`src/hdl/utf8v_pkg.sv`:
```
// shared types, byte bounds and class codes of the utf-8 stream validator
package utf8v_pkg;

    localparam int BPW_DEFAULT = 8;
    localparam int BPW_MAX     = 8;

    // bound class on the next continuation byte
    localparam logic [2:0] CLS_NORMAL = 3'd0;
    localparam logic [2:0] CLS_E0     = 3'd1;
    localparam logic [2:0] CLS_ED     = 3'd2;
    localparam logic [2:0] CLS_F0     = 3'd3;
    localparam logic [2:0] CLS_F4     = 3'd4;

    localparam logic [7:0] B_ASCII_MAX = 8'h7F;
    localparam logic [7:0] B_CONT_MIN  = 8'h80;
    localparam logic [7:0] B_L2_MIN    = 8'hC2;
    localparam logic [7:0] B_L2_MAX    = 8'hDF;
    localparam logic [7:0] B_CONT_MAX  = 8'hBF;
    localparam logic [7:0] B_E0        = 8'hE0;
    localparam logic [7:0] B_A0        = 8'hA0;
    localparam logic [7:0] B_ED        = 8'hED;
    localparam logic [7:0] B_9F        = 8'h9F;
    localparam logic [7:0] B_F0        = 8'hF0;
    localparam logic [7:0] B_90        = 8'h90;
    localparam logic [7:0] B_F4        = 8'hF4;
    localparam logic [7:0] B_8F        = 8'h8F;
    localparam logic [7:0] B_EF        = 8'hEF;

    // what one lane finds about its byte
    typedef struct packed {
        logic [7:0] cont_ok;    // legal as continuation, indexed by class code
        logic       lead_bad;   // not a legal lead byte
        logic [1:0] lead_pend;  // continuations owed after this lead
        logic [2:0] lead_cls;   // bound class after this lead
    } t_lane_info;

    typedef struct packed {
        logic error_so_far;
        logic message_valid;
        logic message_done;
    } t_result;

endpackage

```
`src/hdl/utf8v_lane.sv`:
```
// one byte lane: classifies a byte as lead or continuation under every bound
module utf8v_lane
    import utf8v_pkg::*;
(
    input  logic [7:0]  i_byte,
    output t_lane_info  o_info
);

    logic base_cont;

    always_comb begin
        base_cont = (i_byte >= B_CONT_MIN) && (i_byte <= B_CONT_MAX);

        // unused class codes behave as the normal bound
        o_info.cont_ok             = {8{base_cont}};
        o_info.cont_ok[CLS_E0]     = (i_byte >= B_A0) && (i_byte <= B_CONT_MAX);
        o_info.cont_ok[CLS_ED]     = (i_byte >= B_CONT_MIN) && (i_byte <= B_9F);
        o_info.cont_ok[CLS_F0]     = (i_byte >= B_90) && (i_byte <= B_CONT_MAX);
        o_info.cont_ok[CLS_F4]     = (i_byte >= B_CONT_MIN) && (i_byte <= B_8F);

        o_info.lead_bad  = 1'b0;
        o_info.lead_pend = 2'd0;
        o_info.lead_cls  = CLS_NORMAL;
        if (i_byte <= B_ASCII_MAX) begin
            o_info.lead_pend = 2'd0;
        end else if ((i_byte >= B_L2_MIN) && (i_byte <= B_L2_MAX)) begin
            o_info.lead_pend = 2'd1;
        end else if ((i_byte >= B_E0) && (i_byte <= B_EF)) begin
            o_info.lead_pend = 2'd2;
            if (i_byte == B_E0) begin
                o_info.lead_cls = CLS_E0;
            end else if (i_byte == B_ED) begin
                o_info.lead_cls = CLS_ED;
            end
        end else if ((i_byte >= B_F0) && (i_byte <= B_F4)) begin
            o_info.lead_pend = 2'd3;
            if (i_byte == B_F0) begin
                o_info.lead_cls = CLS_F0;
            end else if (i_byte == B_F4) begin
                o_info.lead_cls = CLS_F4;
            end
        end else begin
            o_info.lead_bad = 1'b1;
        end
    end

endmodule

```
`src/hdl/utf8v_merge.sv`:
```
// merge stage: chains the lane findings through the cross-word sequence state
module utf8v_merge
    import utf8v_pkg::*;
#(
    parameter int BYTES_PER_WORD = BPW_DEFAULT
) (
    input  logic                      i_clk,
    input  logic                      i_rst_n,
    input  logic                      i_en,
    input  t_lane_info                i_lane [BYTES_PER_WORD],
    input  logic [BYTES_PER_WORD-1:0] i_lane_en,
    input  logic                      i_last,
    output t_result                   o_result
);

    logic [1:0] r_pend;
    logic [2:0] r_cls;
    logic       r_err;
    logic [1:0] n_pend;
    logic [2:0] n_cls;
    logic       n_err;
    logic [1:0] w_pend;
    logic [2:0] w_cls;
    logic       w_err;
    logic       err_out;

    // walk the lanes in address order over the narrow state
    always_comb begin
        w_pend = r_pend;
        w_cls  = r_cls;
        w_err  = r_err;
        for (int i = 0; i < BYTES_PER_WORD; i++) begin
            if (i_lane_en[i] && !w_err) begin
                if (w_pend != 2'd0) begin
                    if (!i_lane[i].cont_ok[w_cls]) begin
                        w_err  = 1'b1;
                        w_pend = 2'd0;
                    end else begin
                        w_pend = w_pend - 2'd1;
                    end
                    w_cls = CLS_NORMAL;
                end else if (i_lane[i].lead_bad) begin
                    w_err = 1'b1;
                end else begin
                    w_pend = i_lane[i].lead_pend;
                    w_cls  = i_lane[i].lead_cls;
                end
            end
        end

        // a sequence still open at the end of the message is ill formed
        err_out = w_err || (i_last && (w_pend != 2'd0));
        o_result.error_so_far  = err_out;
        o_result.message_valid = i_last && !err_out;
        o_result.message_done  = i_last;

        if (i_last) begin
            n_pend = 2'd0;
            n_cls  = CLS_NORMAL;
            n_err  = 1'b0;
        end else begin
            n_pend = w_pend;
            n_cls  = w_cls;
            n_err  = w_err;
        end
    end

    always_ff @(posedge i_clk) begin
        if (!i_rst_n) begin
            r_pend <= 2'd0;
            r_cls  <= CLS_NORMAL;
            r_err  <= 1'b0;
        end else if (i_en) begin
            r_pend <= n_pend;
            r_cls  <= n_cls;
            r_err  <= n_err;
        end
    end

endmodule

```
`src/hdl/utf8_stream_validator.sv`:
```
// top level of the utf-8 stream validator: lanes, stage register, merge, output skid
//
// input channel: i_valid / o_stall with i_word_bytes, i_byte_count, i_end_of_message.
// a word is taken at a rising edge with i_valid high and o_stall low. bytes are
// checked in address order from the low byte; a count above BYTES_PER_WORD is
// treated as BYTES_PER_WORD, a count of zero checks no bytes.
// output channel: o_valid / i_stall, one verdict word per input word, in order.
// o_message_valid and o_message_done are only meaningful on the last word.
// two register stages, the stage register and the output register, in that order.
// throughput: one word per cycle while o_stall is low.
// the lane classification and the walk of the merge stage, one step per lane, over the
// 2-bit pending count and 3-bit bound class set the cycle time.
// a two-entry output buffer keeps i_stall off the o_stall path; o_stall rises only
// when both entries and the stage register are full, and depends on registers only,
// so i_stall reaches o_stall only through the skid entry register.
// synchronous active-low reset empties the pipeline and clears the sequence
// state; state also clears after every last word of a message.
module utf8_stream_validator
    import utf8v_pkg::*;
#(
    parameter int BYTES_PER_WORD = BPW_DEFAULT
) (
    input  logic        i_clk,
    input  logic        i_rst_n,
    input  logic        i_valid,
    output logic        o_stall,
    input  logic [63:0] i_word_bytes,
    input  logic [3:0]  i_byte_count,
    input  logic        i_end_of_message,
    output logic        o_valid,
    input  logic        i_stall,
    output logic        o_error_so_far,
    output logic        o_message_valid,
    output logic        o_message_done
);

    t_lane_info                lane_info [BYTES_PER_WORD];
    logic [BYTES_PER_WORD-1:0] lane_en;

    t_lane_info                r_lane [BYTES_PER_WORD];
    logic [BYTES_PER_WORD-1:0] r_lane_en;
    logic                      r_last;
    logic                      r_v1;

    t_result                   merge_res;
    t_result                   r_out;
    t_result                   r_skid;
    logic                      r_ov;
    logic                      r_sv;

    logic                      s1_en;
    logic                      adv2;
    logic                      pop;

    for (genvar g = 0; g < BYTES_PER_WORD; g++) begin : g_lane
        utf8v_lane u_lane (
            .i_byte (i_word_bytes[8*g +: 8]),
            .o_info (lane_info[g])
        );
        assign lane_en[g] = (i_byte_count > 4'(g));
    end

    assign pop     = r_ov && !i_stall;
    assign adv2    = r_v1 && !r_sv;
    assign s1_en   = !r_v1 || adv2;
    assign o_stall = !s1_en;

    // stage register between lanes and merge
    always_ff @(posedge i_clk) begin
        if (!i_rst_n) begin
            r_v1 <= 1'b0;
        end else if (s1_en) begin
            r_v1 <= i_valid;
        end
    end

    always_ff @(posedge i_clk) begin
        if (s1_en) begin
            r_lane    <= lane_info;
            r_lane_en <= lane_en;
            r_last    <= i_end_of_message;
        end
    end

    utf8v_merge #(
        .BYTES_PER_WORD (BYTES_PER_WORD)
    ) u_merge (
        .i_clk     (i_clk),
        .i_rst_n   (i_rst_n),
        .i_en      (adv2),
        .i_lane    (r_lane),
        .i_lane_en (r_lane_en),
        .i_last    (r_last),
        .o_result  (merge_res)
    );

    // output register plus skid entry
    always_ff @(posedge i_clk) begin
        if (!i_rst_n) begin
            r_ov <= 1'b0;
            r_sv <= 1'b0;
        end else if (pop) begin
            if (r_sv) begin
                r_ov <= 1'b1;
                r_sv <= 1'b0;
            end else begin
                r_ov <= adv2;
            end
        end else if (adv2) begin
            if (!r_ov) begin
                r_ov <= 1'b1;
            end else begin
                r_sv <= 1'b1;
            end
        end
    end

    always_ff @(posedge i_clk) begin
        if (pop) begin
            if (r_sv) begin
                r_out <= r_skid;
            end else if (adv2) begin
                r_out <= merge_res;
            end
        end else if (adv2) begin
            if (!r_ov) begin
                r_out <= merge_res;
            end else begin
                r_skid <= merge_res;
            end
        end
    end

    assign o_valid         = r_ov;
    assign o_error_so_far  = r_out.error_so_far;
    assign o_message_valid = r_out.message_valid;
    assign o_message_done  = r_out.message_done;

endmodule

```
`config.mk`:
```
export PLATFORM = sky130hd
export DESIGN_NAME = utf8_stream_validator
export DESIGN_NICKNAME = d
export VERILOG_FILES = /design/src/hdl/utf8v_pkg.sv /design/src/hdl/utf8v_lane.sv /design/src/hdl/utf8v_merge.sv /design/src/hdl/utf8_stream_validator.sv
export SDC_FILE = /design/constraint.sdc
export NUM_CORES = 1
export LEC_CHECK = 0
export BUFFER_PORTS_ARGS = -buffer_cell sky130_fd_sc_hd__buf_2
export CAP_MARGIN = 15
export CORE_MARGIN = 1.5
export CORE_UTILIZATION = 56
export DETAILED_ROUTE_END_ITERATION = 10
export PLACE_DENSITY = 0.82
export SYNTH_ARGS = -nofsm -noshare
export SYNTH_HDL_FRONTEND = slang
export SYNTH_HIERARCHICAL = 1
export SYNTH_SLANG_ARGS = --single-unit
```
`constraint.sdc`:
```
create_clock -name i_clk -period 10.4 [get_ports i_clk]
set_input_delay 0.52 -clock i_clk [delete_from_list [all_inputs] [get_ports i_clk]]
set_output_delay 0.52 -clock i_clk [all_outputs]
set_load 0.02 [all_outputs]
```
==> implementation parameters <==
Parameter                              Value

Outcome
  Outcome ... finished clean

Place
  Post-place setup slack ... 0.408 ns
  HPWL after detailed placement ... 11900 microns
  Final weighted congestion in routability-driven placement ... 0.835
  Placed cell areas ... 0.00853 sq mm
  Port-buffer cells ... 77

Synth
  Per-instance average area after synthesis ... 10.8 sq um
  Predominant post-synthesis flop cell ... sky130_fd_sc_hd__edfxtp_1
  Async set-or-reset flop fraction in the synthesized netlist ... 0%
  #FFs+latches synth ... 136
  Count of mapped cells out of synthesis ... 764
  Sequential fraction of the synthesis area ... 48.4%
  Distinct cell type count after synthesis ... 101
  Warnings from Yosys ... 6
  Post-synth net total ... 847
  Netlist area before placement ... 0.00825 sq mm
  Number of synthesized flops with an enable pin ... 127

Floorplan
  Width of the die ... 124 microns
  Number of placement rows ... 44
  Initial Utilization ... 57.0%
  Standard cell core area ... 0.0145 sq mm
  Total I/O pin count ... 78
  Die span in y ... around 120 microns
  Total die area ... 0.0155 sq mm

STA
  Hold Slack ... 0.258 ns
  Fraction of the cycle the final worst path needs ... 94.3%
  FMAX ... a little over 100 MHz
  RSZ-0062 raised after global routing ... false
  Slew at the pin closest to its max-slew limit ... 0.846 ns
  Final hold vios ... 0
  Number of endpoints failing setup at the final stage ... 0
  Remaining max-slew budget at the tightest pin ... roughly 43%
  Fin Clk Skew ... approximately 0.0056 ns
  Number of pins with negative max-slew slack in the final report ... 0
  Min cycle time layout ... 9.80 ns
  Setup total negative slack ... 0 ns
  PnR worst setup slack ... 0.598 ns

Critical path
  Reg-to-reg critical path startpoint ... u_merge/r_cls[1]
  Kind of cell adding the most delay to the critical path ... compound AO/OA/AOI/OAI gates
  Largest fanout on the critical path ... 7
  Data arrival time of the critical path ... 9.99 ns
  Setup slack on the worst flop-to-flop path ... between 0.5 and 0.6 ns
  CP Capture Type ... flop
  CP max stage delay ... 0.48 ns
  Buffers plus inverters on the worst setup path ... 4
  Capture instance of the worst register-to-register path ... o_error_so_far
  Length in cells of the worst reg-to-reg path ... 44
  Setup crit start kind ... flop
  Highest-delay cell along the critical path ... sky130_fd_sc_hd__dfxtp_1
  Required time at the worst-slack endpoint ... 10.58 ns
  Worst Setup Path Type ... reg2reg

Clock tree
  Number of sinks driven by the clock tree ... around 140
  Clock transition at path regs ... 0.06 ns
  Number of CTS-inserted buffers ... 17
  Clock tree from TritonCTS ... done
  Root buffer cell ... sky130_fd_sc_hd__clkbuf_16
  Source-to-sink clock delay at the later pin of the worst-skew pair ... 0.44 ns
  Deepest clock path buffer count ... 2
  H-tree Lvls ... 4
  Buffers inserted by post-CTS timing repair ... 0

Routing
  Routed length per instance ... 16.9 microns
  Remaining antenna violation count ... 0
  Detailed-route wire length ... 17100 microns
  DR vias ... roughly 6300
  Vias per Instance ... 6.20
  Remaining design rule violation count ... 0
  Iteration-0 DRC Markers ... 512
  Drt pass-1 iters ... 6

Final layout
  Most frequent cells in the layout ... sky130_fd_sc_hd__edfxtp_1, sky130_fd_sc_hd__buf_2, sky130_fd_sc_hd__nor2_1
  Storage element area ... 0.00399 sq mm
  Final Core Density ... 63.5%
  Area overhead of the layout relative to synthesis ... 11.6%
  Multi-input combinational cell area ... 0.00378 sq mm
  Fin nets ... 897
  Fill cells ... 1131
  Commonest non-fill, non-tap cell in the layout ... sky130_fd_sc_hd__edfxtp_1
  Fraction of final layout cells sized beyond drive strength 1 ... approximately a fifth
  Final Cell Area ... 0.00920 sq mm

Pwr
  Sw Share ... 27.1%
  Sequential share of power ... 40.6%
  Power density cells ... about 170 mW/mm^2
  Highest ir drop seen on vdd ... 129 uV
  Relative contribution of combinational cells to total power ... a little under a fifth
  Net switching power ... 0.425 mW
  Leakage Power ... 3.59 nW
  Relative contribution of the clock network to total power ... 40.5%
  Power Internal ... 1.14 mW

Min path
  Path type of the worst min-delay path ... in2reg
  Critical hold path startpoint ... i_end_of_message
  Cell depth of the worst min-delay path ... 1
  Hold path endpoint ... r_last

Global route
  Via count of the first global-routing pass ... approximately 5900
  GRT Util Overall ... around 23%
  First-pass GRT wire length ... between 20000 and 30000 microns
  Most crowded layer after global routing ... met2
  GRT Residual Overflow ... 0
  Initial antenna violation count ... 1
  Grt met1 use ... between 20% and 30%
  Pin count of the biggest net entering global routing ... 65
  Met3 Usage GRT ... 4.12%
  GRT met2 Usage ... a little under two fifths

Job
  Maximum Capacitance Violations ... 0
==> repair_timing <==
item,CTS,global route
resized for setup,0,11
hold buffers,0,0
endpoints found under the setup margin,0,6
==> logic make-up (layout without fill, tap and decap cells) <==
kind of cell / Yosys count / in the layout / share of synthesized area (%)
other: 0 / 1 / 0
AND/OR/NAND/NOR: 290 / 290 / 20.0
flip-flops: 136 / 136 / 48.4
multiplexers: 31 / 31 / 3.97
adder cells (fa/ha/maj): 10 / 10 / 1.52
buffers and inverters: 93 / 156 / 6.33
AO/OA/AOI/OAI: 204 / 204 / 19.8
==> final cells by class <==
| cell class | instances | share of cell area (%) |
|---|---|---|
| flip-flops and latches | 136 | 43.4 |
| multi-input cells | 535 | 41.1 |
| clock buffers | 20 | 4.85 |
| repair buffers | 79 | 4.35 |
| well taps | 184 | 2.50 |
| clock inverters | 12 | 1.90 |
| inverters | 45 | 1.84 |
| diodes | 1 | 0.0272 |
==> state kept, by name, summed over array words and instances (netlist names) <==
register / flops
o_error_so_far: 1
o_message_done: 1
o_message_valid: 1
o_valid: 1
r_lane: 112
r_lane_en: 8
r_last: 1
r_skid: 3
r_sv: 1
r_v1: 1
u_merge/r_cls: 3
u_merge/r_err: 1
u_merge/r_pend: 2
==> stage by stage <==
step | total power [mW] | std cells
after floorplan | 0.865 | 764
after global placement | 0.923 | 979
after detailed placement | 0.930 | 979
after CTS | 1.57 | 1011
after global routing | 1.63 | 1012
final | 1.57 | 1012
==> cells in the mapped netlist, drive strengths merged, types with 12 or more instances <==
cell / number / area share [%]
nor2b: 12 / 0.94
edfxtp: 127 / 46
nand2: 46 / 2.1
o21ai: 31 / 2.0
inv: 45 / 2.0
buf: 46 / 4.2
nand3: 16 / 1.0
a21oi: 26 / 1.6
o21a: 15 / 1.4
nor2: 50 / 2.3
and2: 25 / 1.9
a31oi: 14 / 1.1
and3: 18 / 1.4
nor4: 16 / 1.2
mux2i: 20 / 2.4
nor3: 24 / 1.5
o22ai: 12 / 0.99
nand2b: 17 / 1.3
==> power groups by stage <==
| stage | clock [mW] | sequential (mW) | combinational, mW |
|---|---|---|---|
| global placement | 0 | 0.646 | 0.276 |
| floorplan | 0 | 0.642 | 0.223 |
| CTS | 0.644 | 0.636 | 0.285 |
| global route | 0.667 | 0.639 | 0.329 |
| finish | 0.635 | 0.637 | 0.297 |
| detailed placement | 0 | 0.647 | 0.283 |
==> routing by layer <==
layer | up-vias | wire [microns]
met1 | 2981 | 7600
met5 | - | 0
met3 | 31 | 766
met4 | 0 | 413
li1 | 3071 | -
met2 | 187 | 8350
==> how the worst max path moves through the flow <==
stage	start	end	slack, ns	depth (start not counted)
floorplan	u_merge/r_cls[1]	o_message_valid	1.62	44
global placement	u_merge/r_cls[1]	o_message_valid	0.83	42
detailed placement	u_merge/r_cls[1]	o_message_valid	0.41	42
CTS	u_merge/r_cls[1]	o_message_valid	0.39	42
global route	u_merge/r_cls[1]	o_error_so_far	0.009	41
finish	u_merge/r_cls[1]	o_error_so_far	0.60	44
Note: power is estimated with default switching activity, not from simulation.
